File: src/rtl/glob_star_name_matcher_defines.svh
// ----------------------------------------------------------------------------
// Glob star name matcher assertion macros
// Shared concurrent assertion forms, clocked on clk and idle during reset.
// ----------------------------------------------------------------------------
`ifndef GLOB_STAR_NAME_MATCHER_DEFINES_SVH
`define GLOB_STAR_NAME_MATCHER_DEFINES_SVH

// The consequent must hold in the same cycle as the antecedent.
`define GSNM_ASSERT_SAME(label, ante, cons, msg) \
  label: assert property (@(posedge clk) disable iff (!rst_n) (ante) |-> (cons)) \
    else $error(msg);

// The consequent must hold in the cycle after the antecedent.
`define GSNM_ASSERT_NEXT(label, ante, cons, msg) \
  label: assert property (@(posedge clk) disable iff (!rst_n) (ante) |=> (cons)) \
    else $error(msg);

`endif

File: src/rtl/gsnm_pkg.sv
// ----------------------------------------------------------------------------
// Glob star name matcher package
// Byte codes and register addresses shared by the matcher.
// ----------------------------------------------------------------------------
package gsnm_pkg;

  // Pattern bytes with a special meaning.
  localparam logic [7:0] STAR_BYTE = 8'h2A;
  localparam logic [7:0] DOT_BYTE  = 8'h2E;

  // Number of pattern bytes the register file holds.
  localparam int unsigned BYTES_STORED = 32;

  // Register file geometry: 64-bit registers at 8-byte spacing.
  localparam int unsigned CFG_DATA_W = 64;
  localparam int unsigned CFG_ADDR_W = 6;

  typedef enum logic [2:0] {
    REG_PATTERN_LENGTH   = 3'd0,
    REG_PATTERN_LO       = 3'd1,
    REG_PATTERN_MID_LO   = 3'd2,
    REG_PATTERN_MID_HI   = 3'd3,
    REG_PATTERN_HI       = 3'd4
  } reg_index_t;

endpackage

File: src/rtl/glob_star_name_matcher.sv
// ----------------------------------------------------------------------------
// Glob star name matcher
// Matches a streamed file name against a shell wildcard pattern ('*' only)
// by tracking the set of pattern positions the name can reach so far.
// ----------------------------------------------------------------------------
//
//   channel   direction   handshake               word
//   in_       input       in_valid / in_stall     name byte, last-byte flag
//   out_      output      out_valid / out_stall   one-bit verdict per name
//   cfg       input       APB (psel/penable)      pattern length and bytes
//
// One name byte is taken per cycle while in_stall is low; a name's verdict is
// registered as its last byte leaves the input register. The rate is set by
// the position-set update, between the input and the state/result registers.
// Reset is synchronous, active low, and clears the pattern to length zero.
// in_stall rises only while a finished verdict is stalled at the output and
// the word held in the input register is a last byte as well.
`include "glob_star_name_matcher_defines.svh"

module glob_star_name_matcher
  import gsnm_pkg::*;
#(
  parameter int unsigned PATTERN_MAX = 32
) (
  input  logic                  clk,
  input  logic                  rst_n,
  // Name byte stream
  input  logic                  in_valid,
  output logic                  in_stall,
  input  logic [7:0]            in_name_byte,
  input  logic                  in_name_end,
  // Verdict stream
  output logic                  out_valid,
  input  logic                  out_stall,
  output logic                  out_name_matches,
  // Configuration port
  input  logic                  psel,
  input  logic                  penable,
  input  logic                  pwrite,
  input  logic [CFG_ADDR_W-1:0] paddr,
  input  logic [CFG_DATA_W-1:0] pwdata,
  output logic [CFG_DATA_W-1:0] prdata,
  output logic                  pready
);

  // Usable pattern positions and index width for a position.
  localparam int unsigned LP_POS   = (PATTERN_MAX < BYTES_STORED) ? PATTERN_MAX
                                                                  : BYTES_STORED;
  localparam int unsigned LP_IDX_W = $clog2(LP_POS + 1);
  localparam logic [LP_POS:0] POS_START = (LP_POS + 1)'(1);

  // Kogge-Stone prefix: a position is reachable if it is set or if the
  // position before it is a reachable star.
  function automatic logic [LP_POS:0] star_close(input logic [LP_POS:0] gen_in,
                                                 input logic [LP_POS:0] prop_in);
    logic [LP_POS:0] g;
    logic [LP_POS:0] p;
    logic [LP_POS:0] g2;
    logic [LP_POS:0] p2;
    g = gen_in;
    p = prop_in;
    for (int d = 1; d <= LP_POS; d = d * 2) begin
      g2 = g;
      p2 = p;
      for (int k = d; k <= LP_POS; k++) begin
        g2[k] = g[k] | (p[k] & g[k-d]);
        p2[k] = p[k] & p[k-d];
      end
      g = g2;
      p = p2;
    end
    return g;
  endfunction

  // Configuration registers
  logic [5:0]            cfg_len_r;
  logic [CFG_DATA_W-1:0] pat_w_r [4];

  // Input stage
  logic       s1_v_r;
  logic [7:0] s1_byte_r;
  logic       s1_end_r;

  // Match state
  logic [LP_POS:0] pos_r;
  logic [LP_POS:0] pos_nxt;
  logic            at_start_r;

  // Result register
  logic out_v_r;
  logic match_r;

  logic                cfg_wr;
  logic                s1_move;
  logic [5:0]          len_sat;
  logic [LP_IDX_W-1:0] len_eff;
  logic [LP_POS-1:0]   in_range;
  logic [LP_POS-1:0]   star_m;
  logic [LP_POS-1:0]   lit_m;
  logic [LP_POS:0]     cur_set;
  logic [LP_POS:0]     step_set;
  logic [LP_POS:0]     fin_set;
  logic                dot_block;
  logic                verdict;

  // Register writes and reads.
  assign pready = 1'b1;
  assign cfg_wr = psel & penable & pwrite & pready;

  always_ff @(posedge clk) begin
    if (!rst_n) begin
      cfg_len_r  <= '0;
      pat_w_r[0] <= '0;
      pat_w_r[1] <= '0;
      pat_w_r[2] <= '0;
      pat_w_r[3] <= '0;
    end else if (cfg_wr) begin
      case (reg_index_t'(paddr[5:3]))
        REG_PATTERN_LENGTH: cfg_len_r  <= pwdata[5:0];
        REG_PATTERN_LO:     pat_w_r[0] <= pwdata;
        REG_PATTERN_MID_LO: pat_w_r[1] <= pwdata;
        REG_PATTERN_MID_HI: pat_w_r[2] <= pwdata;
        REG_PATTERN_HI:     pat_w_r[3] <= pwdata;
        default: ;
      endcase
    end
  end

  always_comb begin
    case (reg_index_t'(paddr[5:3]))
      REG_PATTERN_LENGTH: prdata = CFG_DATA_W'(cfg_len_r);
      REG_PATTERN_LO:     prdata = pat_w_r[0];
      REG_PATTERN_MID_LO: prdata = pat_w_r[1];
      REG_PATTERN_MID_HI: prdata = pat_w_r[2];
      REG_PATTERN_HI:     prdata = pat_w_r[3];
      default:            prdata = '0;
    endcase
  end

  // Effective pattern length and per-position byte classes.
  assign len_sat = (cfg_len_r > 6'(LP_POS)) ? 6'(LP_POS) : cfg_len_r;
  assign len_eff = LP_IDX_W'(len_sat);

  always_comb begin
    for (int i = 0; i < LP_POS; i++) begin
      in_range[i] = (6'(i) < len_sat);
      star_m[i]   = in_range[i] && (pat_w_r[i/8][8*(i%8) +: 8] == STAR_BYTE);
      lit_m[i]    = in_range[i] && (pat_w_r[i/8][8*(i%8) +: 8] != STAR_BYTE)
                    && (pat_w_r[i/8][8*(i%8) +: 8] == s1_byte_r);
    end
  end

  // Position-set update for the word in the input stage.
  assign cur_set   = star_close(pos_r, {star_m, 1'b0});
  assign dot_block = at_start_r && (s1_byte_r == DOT_BYTE) &&
                     !((len_sat != '0) && (pat_w_r[0][7:0] == DOT_BYTE));
  assign step_set  = dot_block ? '0
                   : ({1'b0, cur_set[LP_POS-1:0] & star_m} |
                      {cur_set[LP_POS-1:0] & lit_m, 1'b0});
  assign fin_set   = star_close(step_set, {star_m, 1'b0});
  assign verdict   = fin_set[len_eff];
  assign pos_nxt   = s1_end_r ? POS_START : step_set;

  // Flow control: only a last byte needs room in the result register.
  assign s1_move  = s1_v_r && (!s1_end_r || !out_v_r || !out_stall);
  assign in_stall = s1_v_r && !s1_move;

  always_ff @(posedge clk) begin
    if (!rst_n) begin
      s1_v_r <= 1'b0;
    end else if (!in_stall) begin
      s1_v_r <= in_valid;
    end
  end

  always_ff @(posedge clk) begin
    if (!in_stall && in_valid) begin
      s1_byte_r <= in_name_byte;
      s1_end_r  <= in_name_end;
    end
  end

  // Match state advances once per processed word.
  always_ff @(posedge clk) begin
    if (!rst_n) begin
      pos_r      <= POS_START;
      at_start_r <= 1'b1;
    end else if (s1_move) begin
      pos_r      <= pos_nxt;
      at_start_r <= s1_end_r;
    end
  end

  // Result register.
  always_ff @(posedge clk) begin
    if (!rst_n) begin
      out_v_r <= 1'b0;
    end else if (s1_move && s1_end_r) begin
      out_v_r <= 1'b1;
    end else if (!out_stall) begin
      out_v_r <= 1'b0;
    end
  end

  always_ff @(posedge clk) begin
    if (s1_move && s1_end_r) begin
      match_r <= verdict;
    end
  end

  assign out_valid        = out_v_r;
  assign out_name_matches = match_r;

  // Checks on the internal pipeline.
  `GSNM_ASSERT_SAME(a_stall_only_full, in_stall,
    s1_v_r && s1_end_r && out_v_r && out_stall, "input stalled without cause")
  `GSNM_ASSERT_SAME(a_start_state, at_start_r, pos_r == POS_START,
    "name start without start position set")
  `GSNM_ASSERT_NEXT(a_end_resets, s1_move && s1_end_r,
    at_start_r && out_v_r, "last byte did not restart matching")
  `GSNM_ASSERT_SAME(a_result_from_end, $rose(out_v_r),
    $past(s1_v_r && s1_end_r), "verdict without a last byte")

endmodule

File: config.mk
export PLATFORM = sky130hd
export DESIGN_NAME = glob_star_name_matcher
export DESIGN_NICKNAME = d
export VERILOG_FILES = /design/src/rtl/gsnm_pkg.sv /design/src/rtl/glob_star_name_matcher.sv
export VERILOG_INCLUDE_DIRS = /design/src /design/src/rtl
export SDC_FILE = /design/constraint.sdc
export NUM_CORES = 1
export LEC_CHECK = 0
export ABC_AREA = 1
export BUFFER_PORTS_ARGS = -buffer_cell sky130_fd_sc_hd__buf_2
export CAP_MARGIN = 20
export CELL_PAD_IN_SITES_DETAIL_PLACEMENT = 1
export CELL_PAD_IN_SITES_GLOBAL_PLACEMENT = 1
export CORE_MARGIN = 4
export CORE_UTILIZATION = 49
export DETAILED_ROUTE_END_ITERATION = 10
export PLACE_DENSITY = 0.88
export SLEW_MARGIN = 20
export SYNTH_ARGS = -nofsm -noshare
export SYNTH_HDL_FRONTEND = slang
export SYNTH_SLANG_ARGS = --single-unit
export TNS_END_PERCENT = 30
File: constraint.sdc
create_clock -name clk -period 15.25 [get_ports clk]
set_clock_uncertainty 0.15 [all_clocks]
set_input_delay 3.05 -clock clk [delete_from_list [all_inputs] [get_ports clk]]
set_output_delay 3.05 -clock clk [all_outputs]
set_load 0.01 [all_outputs]
==> flow_metrics.tcl, run 1 <==
set metrics [dict create \
    cts.sinks 307 \
    rsz0062_at_grt "no" \
    r2r_slack_ns 9.73 \
    drt_iter0_drc 2667 \
    post_cts_buffers 0 \
    finalHoldViolCount 0 \
    crit_fanout 36 \
    synth_area_leaders "edfxtp_1 (37%), nand2_1 (14%), nor2_1 (8.2%)" \
    dp_hpwl_mm 74.0 \
    syn-num-nets 3063 \
    min_period_ns 9.05 \
    cp-end-kind "output pin" \
    min_from "pos_r[27]$_SDFFE_PN0P_" \
    relSlewSlack_pct 15.5 \
    rows 76 \
    wl_per_cell_um 27.7 \
    fmax_mhz 111 \
    worst_setup_path_start_kind "input pin" \
    ys_ff_latch 307 \
    status "complete, no violations" \
    grt.overflow.total 0 \
    hold_end "pos_r[27]$_SDFFE_PN0P_" \
    yosysUniqueCellTypes 58 \
    drt-vias-per-instance 6.27 \
    grt_pass1_wl_mm 151 \
    h-tree-depth 2 \
    grt_pass1_vias 24300 \
    drtAntennaViolNets 0 \
    cts_resized 0 \
    initial_core_util_pct 50.0 \
    gr-usage-all-layers_pct 42.1 \
    final_max_slew_viol_count 0 \
    nets 3165 \
    die-area_um2 47900 \
    cts_max_path_buffers 3 \
    drive_gt1_share_pct 11.7 \
    tns_ns 0 \
    dp_cells 3624 \
    area_delta_synth_final_pct 11.3 \
    synth.avg_cell_area_um2 7.32 \
    io_pins 154 \
    timing.rr.end "out_name_matches$_DFFE_PP_" \
    hold_class "reg2reg" \
    tightest_slew_ns 1.25 \
    drc_errors 0 \
    r2r-start "s1_byte_r[1]$_DFFE_PP_" \
    grt_max_degree 65 \
    holdPathStages 2 \
    fp.dieH_um 219 \
    p_leak_nw 10.4 \
    cts_hold_buf 0 \
    cap_violations 0 \
    path_clk_slew_ns 0.05 \
    criticalPathCategory "in2out" \
    vdd_ir_drop_max_v 0.000101 \
    numPortBuffers 149 \
    synthCells 2977 \
    dr.pass1.iters 5 \
    final_cells 3696 \
    async_reset_ff_share_pct 0 \
    synth_edf_count 266 \
    die_w_um 219 \
    cts_buffers 38 \
    powerDensity_nw_per_um2 90.6 \
    finalSetupViolCount 0 \
    gp_congestion 1.03 \
    arrival_ns 5.85 \
    postRouteWirelength_mm 102 \
    coreArea_um2 43600 \
    syn-cell-area_um2 21800 \
    tritoncts "built" \
    vias 23200 \
    yosysTopAreaCellShare_pct 36.7 \
    timing.final.crit_share_pct 59.3 \
    required_ns 12.05 \
    yosys_warnings 0 \
    cts-root-buf "clkbuf_16" \
    synth-main-ff-cell "edfxtp_1" \
    clkLatencyLatePin_ns 0.58 \
    ys_seq_area_share_pct 40.4 \
    whs_ns 0.315 \
    r2r_cells 19 \
    yosysTopAreaCell "edfxtp_1" \
    antenna_found_initial 5 \
]
==> through the flow <==
| step | cell area, um^2 | util [%] | setup slack (ns) | total power [mW] |
|---|---|---|---|---|
| 4_1_cts | 24200 | 55.6 | 6.32 | 2.18 |
| 2_1_floorplan | 21800 | - | 5.87 | 1.17 |
| 6_report | 24200 | 55.6 | 6.20 | 2.20 |
| 3_3_place_gp | 23000 | 52.8 | 6.45 | 1.26 |
| 5_1_grt | 24200 | 55.6 | 6.21 | 2.25 |
| 3_5_place_dp | 23000 | 52.8 | 6.34 | 1.28 |
==> report_power, final <==
part / leakage, nW / internal (mW) / switching, mW
Clock: 0.583 / 0.522 / 0.397
Combinational: 6.91 / 0.0845 / 0.186
Sequential: 2.87 / 0.956 / 0.0524
Total: 10.4 / 1.56 / 0.635
==> worst max-delay path by stage <==
stage	slack, ns	from	cells after the start	endpoint
5_1_grt	6.21	paddr[4]	10	prdata[5]
6_report	6.20	paddr[4]	10	prdata[5]
2_1_floorplan	5.87	paddr[5]	5	pat_w_r[0][128]$_SDFFCE_PN0P_
3_5_place_dp	6.34	paddr[4]	10	prdata[5]
4_1_cts	6.32	paddr[4]	10	prdata[5]
3_3_place_gp	6.45	paddr[4]	10	prdata[5]
==> routing by layer <==
| layer | GRT usage, % | wire length, um | up-vias |
|---|---|---|---|
| li1 | - | - | 9897 |
| met3 | 10.6 | 10900 | 520 |
| met1 | 50.2 | 36800 | 11300 |
| met2 | 67.9 | 46300 | 1507 |
| met5 | 0 | 23 | - |
| met4 | 27.2 | 8310 | 4 |
==> Yosys cell counts (all sizes together), types with 2 or more instances <==
library cell,instances
o221ai,2
a221oi,5
o21bai,4
nor4,40
edfxtp,266
clkbuf,65
buf,54
nor3b,3
or2,6
nand4,69
a211oi,2
and2,6
xor2,101
clkinv,6
nand2,818
a221o,14
o22ai,19
xnor2,112
o211ai,5
o2111ai,47
inv,372
a21oi,86
o21ai,58
nand2b,2
nor2,511
nor3,37
nand3,210
dfxtp,41
nand3b,9
==> state kept, by name, indices dropped and copies added (netlist names) <==
signal,count
cfg_len_r,6
s1_v_r,1
s1_end_r,1
at_start_r,1
pat_w_r,256
out_valid,1
out_name_matches,1
pos_r,32
s1_byte_r,8
==> cells by family after synthesis <==
logic type | after synthesis | synth area share, %
and+or+nand+nor | 1714 | 34.3
buffers and inverters | 497 | 9.23
AOI/OAI and AO/OA | 245 | 7.42
other | 1 | 0.0172
DFF | 307 | 40.4
xor gates and xnor gates | 213 | 8.57
==> cell type report <==
cell class | count | area, um^2
diodes | 2 | 5.00
clock buffers | 46 | 1000
clock inverters | 24 | 215
fillers | 5644 | 19300
inverters | 378 | 1420
multi-input cells | 2173 | 11100
flip-flops and latches | 307 | 8810
well taps | 585 | 732
repair buffers | 181 | 983
==> layout by cell type, fill, tap and decap left out, types with 39 or more instances in the layout <==
cell type	count
inv_1	356
xor2_1	101
dfxtp_1	41
nand4_1	69
clkbuf_16	39
xnor2_1	112
nor4_1	39
nor2_1	475
edfxtp_1	266
buf_2	150
a21oi_1	85
o2111ai_1	47
nand2_1	785
nand3_1	191
o21ai_0	43
==> worst max-delay path, stage by stage <==
cell and delay (ns):
buf_2 0.13, nor2_1 0.09, nand2_2 0.09, buf_4 0.54, inv_1 0.53, buf_4 0.40, a22o_1 0.25, a221oi_1 0.22
o21ai_0 0.28, buf_2 0.25
Note: power is estimated with default switching activity, not from simulation.
==> inputs of run 2 (changes only) <==
CORE_UTILIZATION = 41   (was 49)
PLACE_DENSITY = 0.78   (was 0.88)
clock period = 7.34 ns   (was 15.25 ns; I/O delays follow)
==> flow_metrics.tcl, run 2 (same netlist as run 1, synthesis figures left out) <==
set metrics [dict create \
    relSlewSlack_pct 23.1 \
    criticalPathCategory "in2out" \
    vias 22300 \
    final_cell_mix "nand2_1 (785), nor2_1 (475), inv_1 (356)" \
    worst_setup_path_start_kind "input pin" \
    max_stage_delay_ns 0.58 \
    die-area_um2 56900 \
    finalSetupViolCount 0 \
    drc_errors 0 \
    antenna_found_initial 5 \
    cts_buffers 39 \
    finalHoldViolCount 0 \
    gp_congestion 1.01 \
    dp_hpwl_mm 75.2 \
    cp_slowest_cell "clkinv_1" \
    largest_reg_flops 256 \
    nets 3171 \
    grt.overflow.total 0 \
    p_leak_nw 10.4 \
    design_power_total_mw 4.52 \
    crit_family "buffers and inverters" \
    area_delta_synth_final_pct 11.9 \
    post_cts_buffers 0 \
    initial_core_util_pct 41.4 \
    status "complete, no violations" \
    grt_max_degree 65 \
    h-tree-depth 2 \
    cts_max_path_buffers 3 \
    hold_class "reg2reg" \
    cp-end-kind "output pin" \
    cap_violations 0 \
    io_pins 154 \
    drt_iter0_drc 2278 \
    drt-vias-per-instance 5.85 \
    critPathLaunch "paddr[3]" \
    dr.pass1.iters 6 \
    whs_ns 0.315 \
    arrival_ns 3.83 \
    grt_pass1_vias 22800 \
    utilization_pct 46.4 \
    grt_pass1_wl_mm 147 \
    gr-usage-all-layers_pct 34.5 \
    coreArea_um2 52600 \
    min_from "pos_r[18]$_SDFFE_PN0P_" \
    fp.dieH_um 238 \
    min_period_ns 5.45 \
    critPathBufInv 4 \
    final_common_cell "nand2_1" \
    cts_hold_buf 0 \
    drive_gt1_share_pct 11.8 \
    cts.sinks 307 \
    cts-root-buf "clkbuf_16" \
    worstPathCellList "buf_2 -> inv_1 -> nor3_2 -> clkinv_1 -> o21ai_0 -> a221oi_1 -> o21ai_0 -> buf_2" \
    rsz0062_at_grt "no" \
    tightest_slew_ns 1.14 \
    die_w_um 238 \
    postRouteWirelength_mm 101 \
    required_ns 5.72 \
    final_max_slew_viol_count 0 \
    reg_top3 "pat_w_r x256, pos_r x32, s1_byte_r x8" \
    cts_resized 0 \
    fmax_mhz 184 \
    timing.final.crit_share_pct 74.2 \
    crit_fanout 10 \
    r2r-start "cfg_len_r[5]$_SDFFE_PN0P_" \
    drtAntennaViolNets 0 \
    wl_per_cell_um 26.5 \
    top_register "pat_w_r" \
    powerDensity_nw_per_um2 185 \
    clkLatencyLatePin_ns 0.58 \
    path_clk_slew_ns 0.05 \
    tritoncts "built" \
    numPortBuffers 149 \
    vdd_ir_drop_max_v 0.000181 \
    rows 84 \
]
run 2: worst register-to-register path: cells and delay by family, from the launching register on:
kind / cells / cell delay (ns)
flops: 1 / 0.90
simple gates: 22 / 2.91
buf+inv: 1 / 0.43
compound gates: 2 / 0.62
run 2: path summary, 6_finish.rpt:
path                           endpoint  slack (ns)  depth (start not counted)
max reg2reg  out_name_matches$_DFFE_PP_        2.07                         25
min reg2reg      pos_r[18]$_SDFFE_PN0P_        0.32                          2
max                           prdata[1]        1.90                          8
min              pos_r[18]$_SDFFE_PN0P_        0.32                          2
run 2: final cells by class:
class / instances / area, um^2
Fill cell: 6626 / 28200
Clock inverter: 21 / 178
Inverter: 378 / 1420
Tap cell: 688 / 861
Sequential cell: 307 / 8810
Clock buffer: 48 / 1030
Timing Repair Buffer: 186 / 1020
Multi-Input combinational cell: 2173 / 11100
Antenna cell: 1 / 2.50
run 2: through the flow:
step                      worst slack, ns  TNS [ns]  cells  cell area [um^2]
after floorplan                    -0.429    -47.04   2977             21800
after global placement               2.06         0   3732             23200
after detailed placement             2.04         0   3732             23200
after CTS                            1.99         0   3801             24400
after global routing                 1.89         0   3801             24400
final                                1.90         0   3802             24400
run 2: power by group:
group	switching, mW	total [mW]	internal, mW
clock	0.804	1.88	1.07
combinational	0.372	0.550	0.177
sequential	0.102	2.09	1.99
run 2: layer usage:
layer / GRT usage, % / vias up / wire [um]
met5: 0 / - / 26
met4: 18.0 / 4 / 6370
met3: 6.47 / 290 / 8780
met2: 56.8 / 1058 / 46600
met1: 43.4 / 11000 / 38800
li1: - / 9905 / -
